<file path="config.mk">
export PLATFORM = sky130hd
export DESIGN_NAME = trapezoid_profile_tracker
export DESIGN_NICKNAME = d
export VERILOG_FILES = /design/src/hw/rtl/tpt_pkg.sv /design/src/hw/rtl/tpt_regs.sv /design/src/hw/rtl/tpt_profile.sv /design/src/hw/rtl/trapezoid_profile_tracker.sv
export SDC_FILE = /design/constraint.sdc
export NUM_CORES = 1
export LEC_CHECK = 0
export ABC_AREA = 1
export BUFFER_PORTS_ARGS = -buffer_cell sky130_fd_sc_hd__buf_2
export CORE_MARGIN = 3
export CORE_UTILIZATION = 25
export DETAILED_ROUTE_END_ITERATION = 16
export GPL_TIMING_DRIVEN = 0
export SLEW_MARGIN = 20
export SYNTH_ARGS = -nofsm -noshare
export SYNTH_HDL_FRONTEND = slang
export SYNTH_SLANG_ARGS = --single-unit
</file>
<file path="constraint.sdc">
create_clock -name clk -period 8.3 [get_ports clk]
set_input_delay 2.075 -clock clk [delete_from_list [all_inputs] [get_ports clk]]
set_output_delay 2.075 -clock clk [all_outputs]
set_load 0.01 [all_outputs]
</file>
<file path="src/hw/rtl/tpt_pkg.sv">
// Shared types and constants for the trapezoid profile tracker.
// No dependencies; imported by every module of the block.
`timescale 1ns / 1ps

package tpt_pkg;

  localparam int TPT_COUNT_BITS = 20;
  localparam int TPT_DIST_BITS  = 32;
  localparam int TPT_ADDR_BITS  = 5;
  localparam int TPT_DATA_BITS  = 32;

  typedef enum logic [2:0] {
    REG_REVERSE     = 3'd0,
    REG_ACCEL_COUNT = 3'd1,
    REG_HOLD_COUNT  = 3'd2,
    REG_DECEL_COUNT = 3'd3,
    REG_ACCEL_INC   = 3'd4,
    REG_DECEL_INC   = 3'd5,
    REG_START_SPEED = 3'd6,
    REG_TARGET      = 3'd7
  } reg_idx_t;

  typedef enum logic [1:0] {
    PH_ACCEL,
    PH_HOLD,
    PH_DECEL,
    PH_END
  } phase_t;

  typedef struct packed {
    logic        reverse_move;
    logic [19:0] accel_loop_count;
    logic [19:0] hold_loop_count;
    logic [19:0] decel_loop_count;
    logic [23:0] accel_increment;
    logic [23:0] decel_increment;
    logic [23:0] start_speed_step;
    logic [30:0] target_distance;
  } cfg_t;

endpackage

</file>
<file path="src/hw/rtl/tpt_regs.sv">
// APB configuration registers of the profile tracker.
// Depends on tpt_pkg (cfg_t, register indexes).
`timescale 1ns / 1ps

module tpt_regs import tpt_pkg::*; (
  input  logic                     clk,
  input  logic                     rst,
  input  logic                     psel,
  input  logic                     penable,
  input  logic                     pwrite,
  input  logic [TPT_ADDR_BITS-1:0] paddr,
  input  logic [TPT_DATA_BITS-1:0] pwdata,
  output logic [TPT_DATA_BITS-1:0] prdata,
  output logic                     pready,
  output cfg_t                     cfg
);

  reg_idx_t idx;
  logic     wr_en;

  assign idx    = reg_idx_t'(paddr[4:2]);
  assign wr_en  = psel && penable && pwrite;
  assign pready = 1'b1;

  always_ff @(posedge clk) begin
    if (rst) begin
      cfg <= '0;
    end else if (wr_en) begin
      case (idx)
        REG_REVERSE:     cfg.reverse_move     <= pwdata[0];
        REG_ACCEL_COUNT: cfg.accel_loop_count <= pwdata[19:0];
        REG_HOLD_COUNT:  cfg.hold_loop_count  <= pwdata[19:0];
        REG_DECEL_COUNT: cfg.decel_loop_count <= pwdata[19:0];
        REG_ACCEL_INC:   cfg.accel_increment  <= pwdata[23:0];
        REG_DECEL_INC:   cfg.decel_increment  <= pwdata[23:0];
        REG_START_SPEED: cfg.start_speed_step <= pwdata[23:0];
        REG_TARGET:      cfg.target_distance  <= pwdata[30:0];
        default: ;
      endcase
    end
  end

  always_comb begin
    case (idx)
      REG_REVERSE:     prdata = {31'd0, cfg.reverse_move};
      REG_ACCEL_COUNT: prdata = {12'd0, cfg.accel_loop_count};
      REG_HOLD_COUNT:  prdata = {12'd0, cfg.hold_loop_count};
      REG_DECEL_COUNT: prdata = {12'd0, cfg.decel_loop_count};
      REG_ACCEL_INC:   prdata = {8'd0, cfg.accel_increment};
      REG_DECEL_INC:   prdata = {8'd0, cfg.decel_increment};
      REG_START_SPEED: prdata = {8'd0, cfg.start_speed_step};
      REG_TARGET:      prdata = {1'b0, cfg.target_distance};
      default:         prdata = '0;
    endcase
  end

endmodule

</file>
<file path="src/hw/rtl/tpt_profile.sv">
// Profile state (phase counters, speed step, setpoint, done) and per-item update.
// Depends on tpt_pkg (cfg_t, phase_t).
`timescale 1ns / 1ps

module tpt_profile import tpt_pkg::*; #(
  parameter int COUNT_BITS = TPT_COUNT_BITS,
  parameter int DIST_BITS  = TPT_DIST_BITS
) (
  input  logic               clk,
  input  logic               rst,
  input  logic               step,
  input  logic               action,
  input  logic signed [31:0] left_distance,
  input  logic signed [31:0] right_distance,
  input  cfg_t               cfg,
  output logic signed [31:0] setpoint_next,
  output logic signed [31:0] error_next,
  output logic               done_next
);

  localparam int EW = ((DIST_BITS > 33) ? DIST_BITS : 33) + 2;
  localparam logic signed [EW-1:0] DMAX = EW'((64'sd1 <<< (DIST_BITS - 1)) - 64'sd1);
  localparam logic signed [EW-1:0] DMIN = EW'(-(64'sd1 <<< (DIST_BITS - 1)));

  function automatic logic signed [DIST_BITS-1:0] sat(input logic signed [EW-1:0] v);
    if (v > DMAX) return DMAX[DIST_BITS-1:0];
    if (v < DMIN) return DMIN[DIST_BITS-1:0];
    return v[DIST_BITS-1:0];
  endfunction

  logic [COUNT_BITS-1:0]       accel_left, hold_left, decel_left;
  logic [COUNT_BITS-1:0]       accel_left_next, hold_left_next, decel_left_next;
  logic signed [DIST_BITS-1:0] speed_step, speed_step_next;
  logic signed [DIST_BITS-1:0] position_setpoint, position_setpoint_next;
  logic                        done_flag;

  phase_t              phase;
  logic signed [32:0]  sum;
  logic signed [32:0]  meas;
  logic signed [EW-1:0] meas_x, acc_x, dec_x, start_x, target_x;

  assign sum      = $signed({left_distance[31], left_distance})
                  + $signed({right_distance[31], right_distance});
  assign meas     = sum >>> 1;
  assign meas_x   = cfg.reverse_move ? -EW'(meas) : EW'(meas);
  assign acc_x    = $signed({{(EW-24){1'b0}}, cfg.accel_increment});
  assign dec_x    = $signed({{(EW-24){1'b0}}, cfg.decel_increment});
  assign start_x  = $signed({{(EW-24){1'b0}}, cfg.start_speed_step});
  assign target_x = $signed({{(EW-31){1'b0}}, cfg.target_distance});

  always_comb begin
    if (accel_left != '0)      phase = PH_ACCEL;
    else if (hold_left != '0)  phase = PH_HOLD;
    else if (decel_left != '0) phase = PH_DECEL;
    else                       phase = PH_END;
  end

  always_comb begin
    accel_left_next        = accel_left;
    hold_left_next         = hold_left;
    decel_left_next        = decel_left;
    speed_step_next        = speed_step;
    position_setpoint_next = position_setpoint;
    done_next              = done_flag;
    if (!action) begin
      accel_left_next        = COUNT_BITS'({44'd0, cfg.accel_loop_count});
      hold_left_next         = COUNT_BITS'({44'd0, cfg.hold_loop_count});
      decel_left_next        = COUNT_BITS'({44'd0, cfg.decel_loop_count});
      speed_step_next        = sat(start_x);
      position_setpoint_next = '0;
      done_next              = 1'b0;
    end else begin
      case (phase)
        PH_ACCEL: begin
          accel_left_next = accel_left - COUNT_BITS'(1);
          speed_step_next = sat(EW'(speed_step) + acc_x);
        end
        PH_HOLD: begin
          hold_left_next = hold_left - COUNT_BITS'(1);
        end
        PH_DECEL: begin
          decel_left_next = decel_left - COUNT_BITS'(1);
          speed_step_next = sat(EW'(speed_step) - dec_x);
        end
        default: begin
          done_next = 1'b1;
        end
      endcase
      if (phase == PH_END) position_setpoint_next = sat(target_x);
      else position_setpoint_next = sat(EW'(position_setpoint) + EW'(speed_step_next));
    end
  end

  logic signed [DIST_BITS-1:0] err_d;

  assign err_d         = sat(EW'(position_setpoint_next) - meas_x);
  assign setpoint_next = 32'(position_setpoint_next);
  assign error_next    = 32'(err_d);

  always_ff @(posedge clk) begin
    if (rst) begin
      accel_left        <= '0;
      hold_left         <= '0;
      decel_left        <= '0;
      speed_step        <= '0;
      position_setpoint <= '0;
      done_flag         <= 1'b0;
    end else if (step) begin
      accel_left        <= accel_left_next;
      hold_left         <= hold_left_next;
      decel_left        <= decel_left_next;
      speed_step        <= speed_step_next;
      position_setpoint <= position_setpoint_next;
      done_flag         <= done_next;
    end
  end

endmodule

</file>
<file path="src/hw/rtl/trapezoid_profile_tracker.sv">
// Top level of the trapezoid profile tracker: input register, profile update, result register.
// Depends on tpt_pkg, tpt_regs and tpt_profile.
`timescale 1ns / 1ps
//
//  channel  handshake                    payload
//  input    in_valid / in_stall          action, left_distance, right_distance
//  result   out_valid / out_stall        setpoint, position_error, move_done
//  config   APB psel/penable/pwrite      paddr[4:2] = register, pwdata, prdata
//
//  Result valid after the input transfer: the input register, then the profile
//  update into the result register.
//  One item per cycle sustained while the result is not stalled; the profile state loop is a single add chain.
//  Reset (rst, synchronous) clears the configuration registers, profile state and both valids.
//  A stalled result holds; the input register still takes one item behind it.

module trapezoid_profile_tracker import tpt_pkg::*; #(
  parameter int COUNT_BITS = TPT_COUNT_BITS,
  parameter int DIST_BITS  = TPT_DIST_BITS
) (
  input  logic                     clk,
  input  logic                     rst,
  input  logic                     psel,
  input  logic                     penable,
  input  logic                     pwrite,
  input  logic [TPT_ADDR_BITS-1:0] paddr,
  input  logic [TPT_DATA_BITS-1:0] pwdata,
  output logic [TPT_DATA_BITS-1:0] prdata,
  output logic                     pready,
  input  logic                     in_valid,
  output logic                     in_stall,
  input  logic                     action,
  input  logic signed [31:0]       left_distance,
  input  logic signed [31:0]       right_distance,
  output logic                     out_valid,
  input  logic                     out_stall,
  output logic signed [31:0]       setpoint,
  output logic signed [31:0]       position_error,
  output logic                     move_done
);

  cfg_t               cfg;
  logic               s1_valid;
  logic               s1_action;
  logic signed [31:0] s1_left, s1_right;
  logic               advance, step;
  logic signed [31:0] setpoint_next, error_next;
  logic               done_next;

  assign advance  = !out_valid || !out_stall;
  assign step     = s1_valid && advance;
  assign in_stall = s1_valid && !advance;

  tpt_regs u_regs (
    .clk     (clk),
    .rst     (rst),
    .psel    (psel),
    .penable (penable),
    .pwrite  (pwrite),
    .paddr   (paddr),
    .pwdata  (pwdata),
    .prdata  (prdata),
    .pready  (pready),
    .cfg     (cfg)
  );

  tpt_profile #(
    .COUNT_BITS (COUNT_BITS),
    .DIST_BITS  (DIST_BITS)
  ) u_profile (
    .clk            (clk),
    .rst            (rst),
    .step           (step),
    .action         (s1_action),
    .left_distance  (s1_left),
    .right_distance (s1_right),
    .cfg            (cfg),
    .setpoint_next  (setpoint_next),
    .error_next     (error_next),
    .done_next      (done_next)
  );

  always_ff @(posedge clk) begin
    if (rst) begin
      s1_valid <= 1'b0;
    end else if (!in_stall) begin
      s1_valid <= in_valid;
    end
  end

  always_ff @(posedge clk) begin
    if (in_valid && !in_stall) begin
      s1_action <= action;
      s1_left   <= left_distance;
      s1_right  <= right_distance;
    end
  end

  always_ff @(posedge clk) begin
    if (rst) begin
      out_valid <= 1'b0;
    end else if (advance) begin
      out_valid <= s1_valid;
    end
  end

  always_ff @(posedge clk) begin
    if (step) begin
      setpoint       <= setpoint_next;
      position_error <= error_next;
      move_done      <= done_next;
    end
  end

  a_reset_clears: assert property (@(posedge clk) rst |=> !s1_valid && !out_valid)
    else $error("valids not cleared by reset");

  a_held_item_kept: assert property (@(posedge clk) disable iff (rst)
    s1_valid && !advance |=> s1_valid)
    else $error("input register dropped a held item");

  a_accept_lands: assert property (@(posedge clk) disable iff (rst)
    in_valid && !in_stall |=> s1_valid)
    else $error("accepted transfer not captured");

  a_step_makes_result: assert property (@(posedge clk) disable iff (rst)
    step |=> out_valid)
    else $error("processed item produced no result");

endmodule

</file>
==> metrics.txt <==
final count of hold timing violations=0; Crit Path Class=register to register; Min-Delay Path Class=register to register; crit-path max cell delay=0.43 ns; dpl ws=-1.62 ns; synthesized-area fraction occupied by adder cells=6.79%; CP dominant cell by count=nand2_1; GR Util All Layers=19.5%; gpl congestion=0.962; dpl cells=6,014; dpl hpwl=98,700 um; CTS Buffer Depth=3; global route total overflow=0; antenna violations before repair=13; r2r worst-path depth=44; P per Cell Area=204 nW/um^2; fmax=126 MHz; final net count=4,840; DRC errors left=0; Vias/cell=4.95; MaxCap Viol Count=0; first-pass GRT wire length=178,000 um; Vias=30,400; sequential element share of the synthesized area=33.4%; critical path capture point type=register; CP Launch Type=register; largest family of logic cells by synthesized area=simple AND/OR/NAND/NOR gates; DIE AREA=121,000 sq um; commonest non-fill, non-tap cell in the layout=nand2_1; r2r endpoint=position_error[10]$_SDFFCE_PN1P_; Synth Area in Compound Gates=18.9%; ys async rst share=0%; CP max-delay cell=fa_1; Hold Path Depth=2; Syn Nets=4,562; leakage=15.4 nW; Clock Latency Late Sink=0.70 ns; TritonCTS Sinks=421; Slew Viols, Final=0; FF-to-FF Start=u_regs.cfg[79]$_SDFFE_PP0P_; post-synthesis mux area share=0%; Post-Route Utilization=30.1%; number of detailed-route iterations in the first pass=7; Synth Register Bits=421; Slew @ Worst Pin=1.13 ns; I/O pins=209; root buffer cell=clkbuf_16; R2R setup slack=0.34 ns; Num CTS Buffers=52; Final Cycle Share=95.9%; VDD IR-drop max=0.000171 V; IO Port Bufs=202; via count of the first global-routing pass=28,400; Worst Path Max Fanout=10; initial DRC count=2,800; Initial Utilization=25.3%; WL final=123,000 um; Max-slew headroom=24.6%; Die Y=347 um; syn avg cell area=6.77 sq um; Max H-tree Level=2; Critical Path AT=8.35 ns; Hold EP=out_valid$_SDFFE_PP0N_; share of cells above drive strength 1=11.8%; simple-gate portion of the synthesized area=26.2%; # rows=124; mapped cell area=29,100 sq um; ANT nets after route=0; Final Non-Filler Cells=6,135; Yosys Warn Count=0; die width=347 um; Clock transition at path regs=0.07 ns; Post-Synthesis Cells=4,298; dominant synthesized flop cell=dfxtp_1; Final setup viols=0; Wirelength per Cell=20.0 um; min Tclk post-route=7.96 ns; Area Growth Syn to Fin=19.0%; Hold Startpoint=s1_valid$_SDFFE_PP0N_; Fillers=12,600; most frequent cells in the layout=nand2_1, inv_1, nor2_1; clk_skew=0.0924 ns; CTS tree=built; status=completed; Synth Area in XOR/XNOR=4.84%; EDFF count, synth=130; core area=115,000 sq um; setup ws final=0.339 ns; CP required=8.68 ns; Netlist cell types=57; Hold-fix buffers, CTS=0; largest net degree at the start of global routing=60
## sequential cells by signal, indices dropped and copies added, names as in the netlist, 32 cells and up
register                     count
u_regs.cfg                     164
position_error                  32
s1_left                         32
s1_right                        32
setpoint                        32
u_profile.position_setpoint     32
u_profile.speed_step            32
## per-stage QoR
step	cell area (sq um)	hold slack (ns)	setup TNS [ns]	power, W
global route	34600	0.468	-0.802	0.00743
floorplan	29100	0.439	0	0.00384
detailed placement	32100	0.460	-50.24	0.00454
CTS	34100	0.443	0	0.00700
global placement	32000	0.451	-48.04	0.00453
finish	34600	0.446	0	0.00707
## how the worst max path moves through the flow
| stage | startpoint | to | cells past startpoint |
|---|---|---|---|
| finish | u_regs.cfg[79]$_SDFFE_PP0P_ | position_error[10]$_SDFFCE_PN1P_ | 44 |
| detailed placement | u_regs.cfg[91]$_SDFFE_PP0P_ | position_error[23]$_SDFFCE_PN1P_ | 42 |
| global placement | u_regs.cfg[91]$_SDFFE_PP0P_ | position_error[23]$_SDFFCE_PN1P_ | 42 |
| global route | u_profile.speed_step[0]$_SDFFE_PP0P_ | position_error[25]$_SDFFCE_PN1P_ | 46 |
| CTS | u_profile.accel_left[0]$_SDFFE_PP0P_ | position_error[23]$_SDFFCE_PN1P_ | 45 |
| floorplan | u_regs.cfg[81]$_SDFFE_PP0P_ | position_error[12]$_SDFFCE_PN1P_ | 47 |
## cells in the mapped netlist, types with 4 or more instances
| cell type | n | share of area [%] |
|---|---|---|
| a211oi_1 | 7 | 0.18 |
| a21boi_0 | 5 | 0.13 |
| a21o_1 | 23 | 0.59 |
| a21oi_1 | 380 | 6.5 |
| a221oi_1 | 17 | 0.51 |
| a22oi_1 | 19 | 0.49 |
| a31oi_1 | 47 | 1.0 |
| and2_1 | 7 | 0.15 |
| and3_1 | 9 | 0.19 |
| buf_2 | 19 | 0.33 |
| clkbuf_1 | 132 | 1.7 |
| dfxtp_1 | 291 | 20 |
| edfxtp_1 | 130 | 13 |
| fa_1 | 5 | 0.34 |
| ha_1 | 150 | 6.4 |
| inv_1 | 561 | 7.2 |
| inv_2 | 11 | 0.14 |
| nand2_1 | 952 | 12 |
| nand2_2 | 45 | 0.97 |
| nand3_1 | 175 | 3.0 |
| nand3b_1 | 25 | 0.64 |
| nand4_1 | 43 | 0.92 |
| nor2_1 | 464 | 6.0 |
| nor2_2 | 9 | 0.19 |
| nor3_1 | 48 | 0.83 |
| nor4_1 | 17 | 0.37 |
| o2111ai_1 | 10 | 0.30 |
| o211ai_1 | 13 | 0.34 |
| o21ai_0 | 433 | 7.4 |
| o21ai_1 | 4 | 0.069 |
| o21bai_1 | 19 | 0.49 |
| o22ai_1 | 21 | 0.45 |
| or2_2 | 15 | 0.32 |
| xnor2_1 | 41 | 1.2 |
| xor2_1 | 113 | 3.4 |
## power by group
group | internal [W] | switching (W)
Sequential | 0.00227 | 0.0000841
Combinational | 0.000757 | 0.00152
Clock | 0.00140 | 0.00104
## worst max-delay path, delay by kind of cell (launching register included)
family | cells | cell delay (ns)
and+or+nand+nor | 23 | 2.76
AOI/OAI and AO/OA | 9 | 1.76
adders and majority gates | 4 | 1.34
buffers and inverters | 7 | 1.19
DFF | 1 | 0.40
xor gates and xnor gates | 1 | 0.19
## cells by family (layout without fill, tap and decap cells)
| kind of cell | count (synthesis) | count (layout) |
|---|---|---|
| fa+ha+maj | 155 | 155 |
| compound gates | 1011 | 1011 |
| flops | 421 | 421 |
| buf+inv | 733 | 1054 |
| xor+xnor | 157 | 157 |
| other cells | 2 | 6 |
| simple gates | 1819 | 1819 |
## routing by layer
metal	GRT usage [%]	routed length [um]
met5	0	36
met4	9.47	6410
met3	3.54	9950
met2	30.9	53800
met1	25.6	52400
## timing repair
action	CTS	global route
setup buffers	4	17
pin swaps	4	20
setup endpoints to repair	32	32
gates resized for setup	65	123
## area by class of cell
class	count	area (sq um)	area share [%]
antenna	4	10.0	0.0289
tap	1512	1890	5.46
buffer	157	739	2.14
multi-input combinational	3144	17000	49.2
clock buffer	64	1390	4.00
clock inverter	33	434	1.25
timing repair buffer	225	1230	3.54
inverter	575	2160	6.25
sequential	421	9730	28.1
Note: power is estimated with default switching activity, not from simulation.
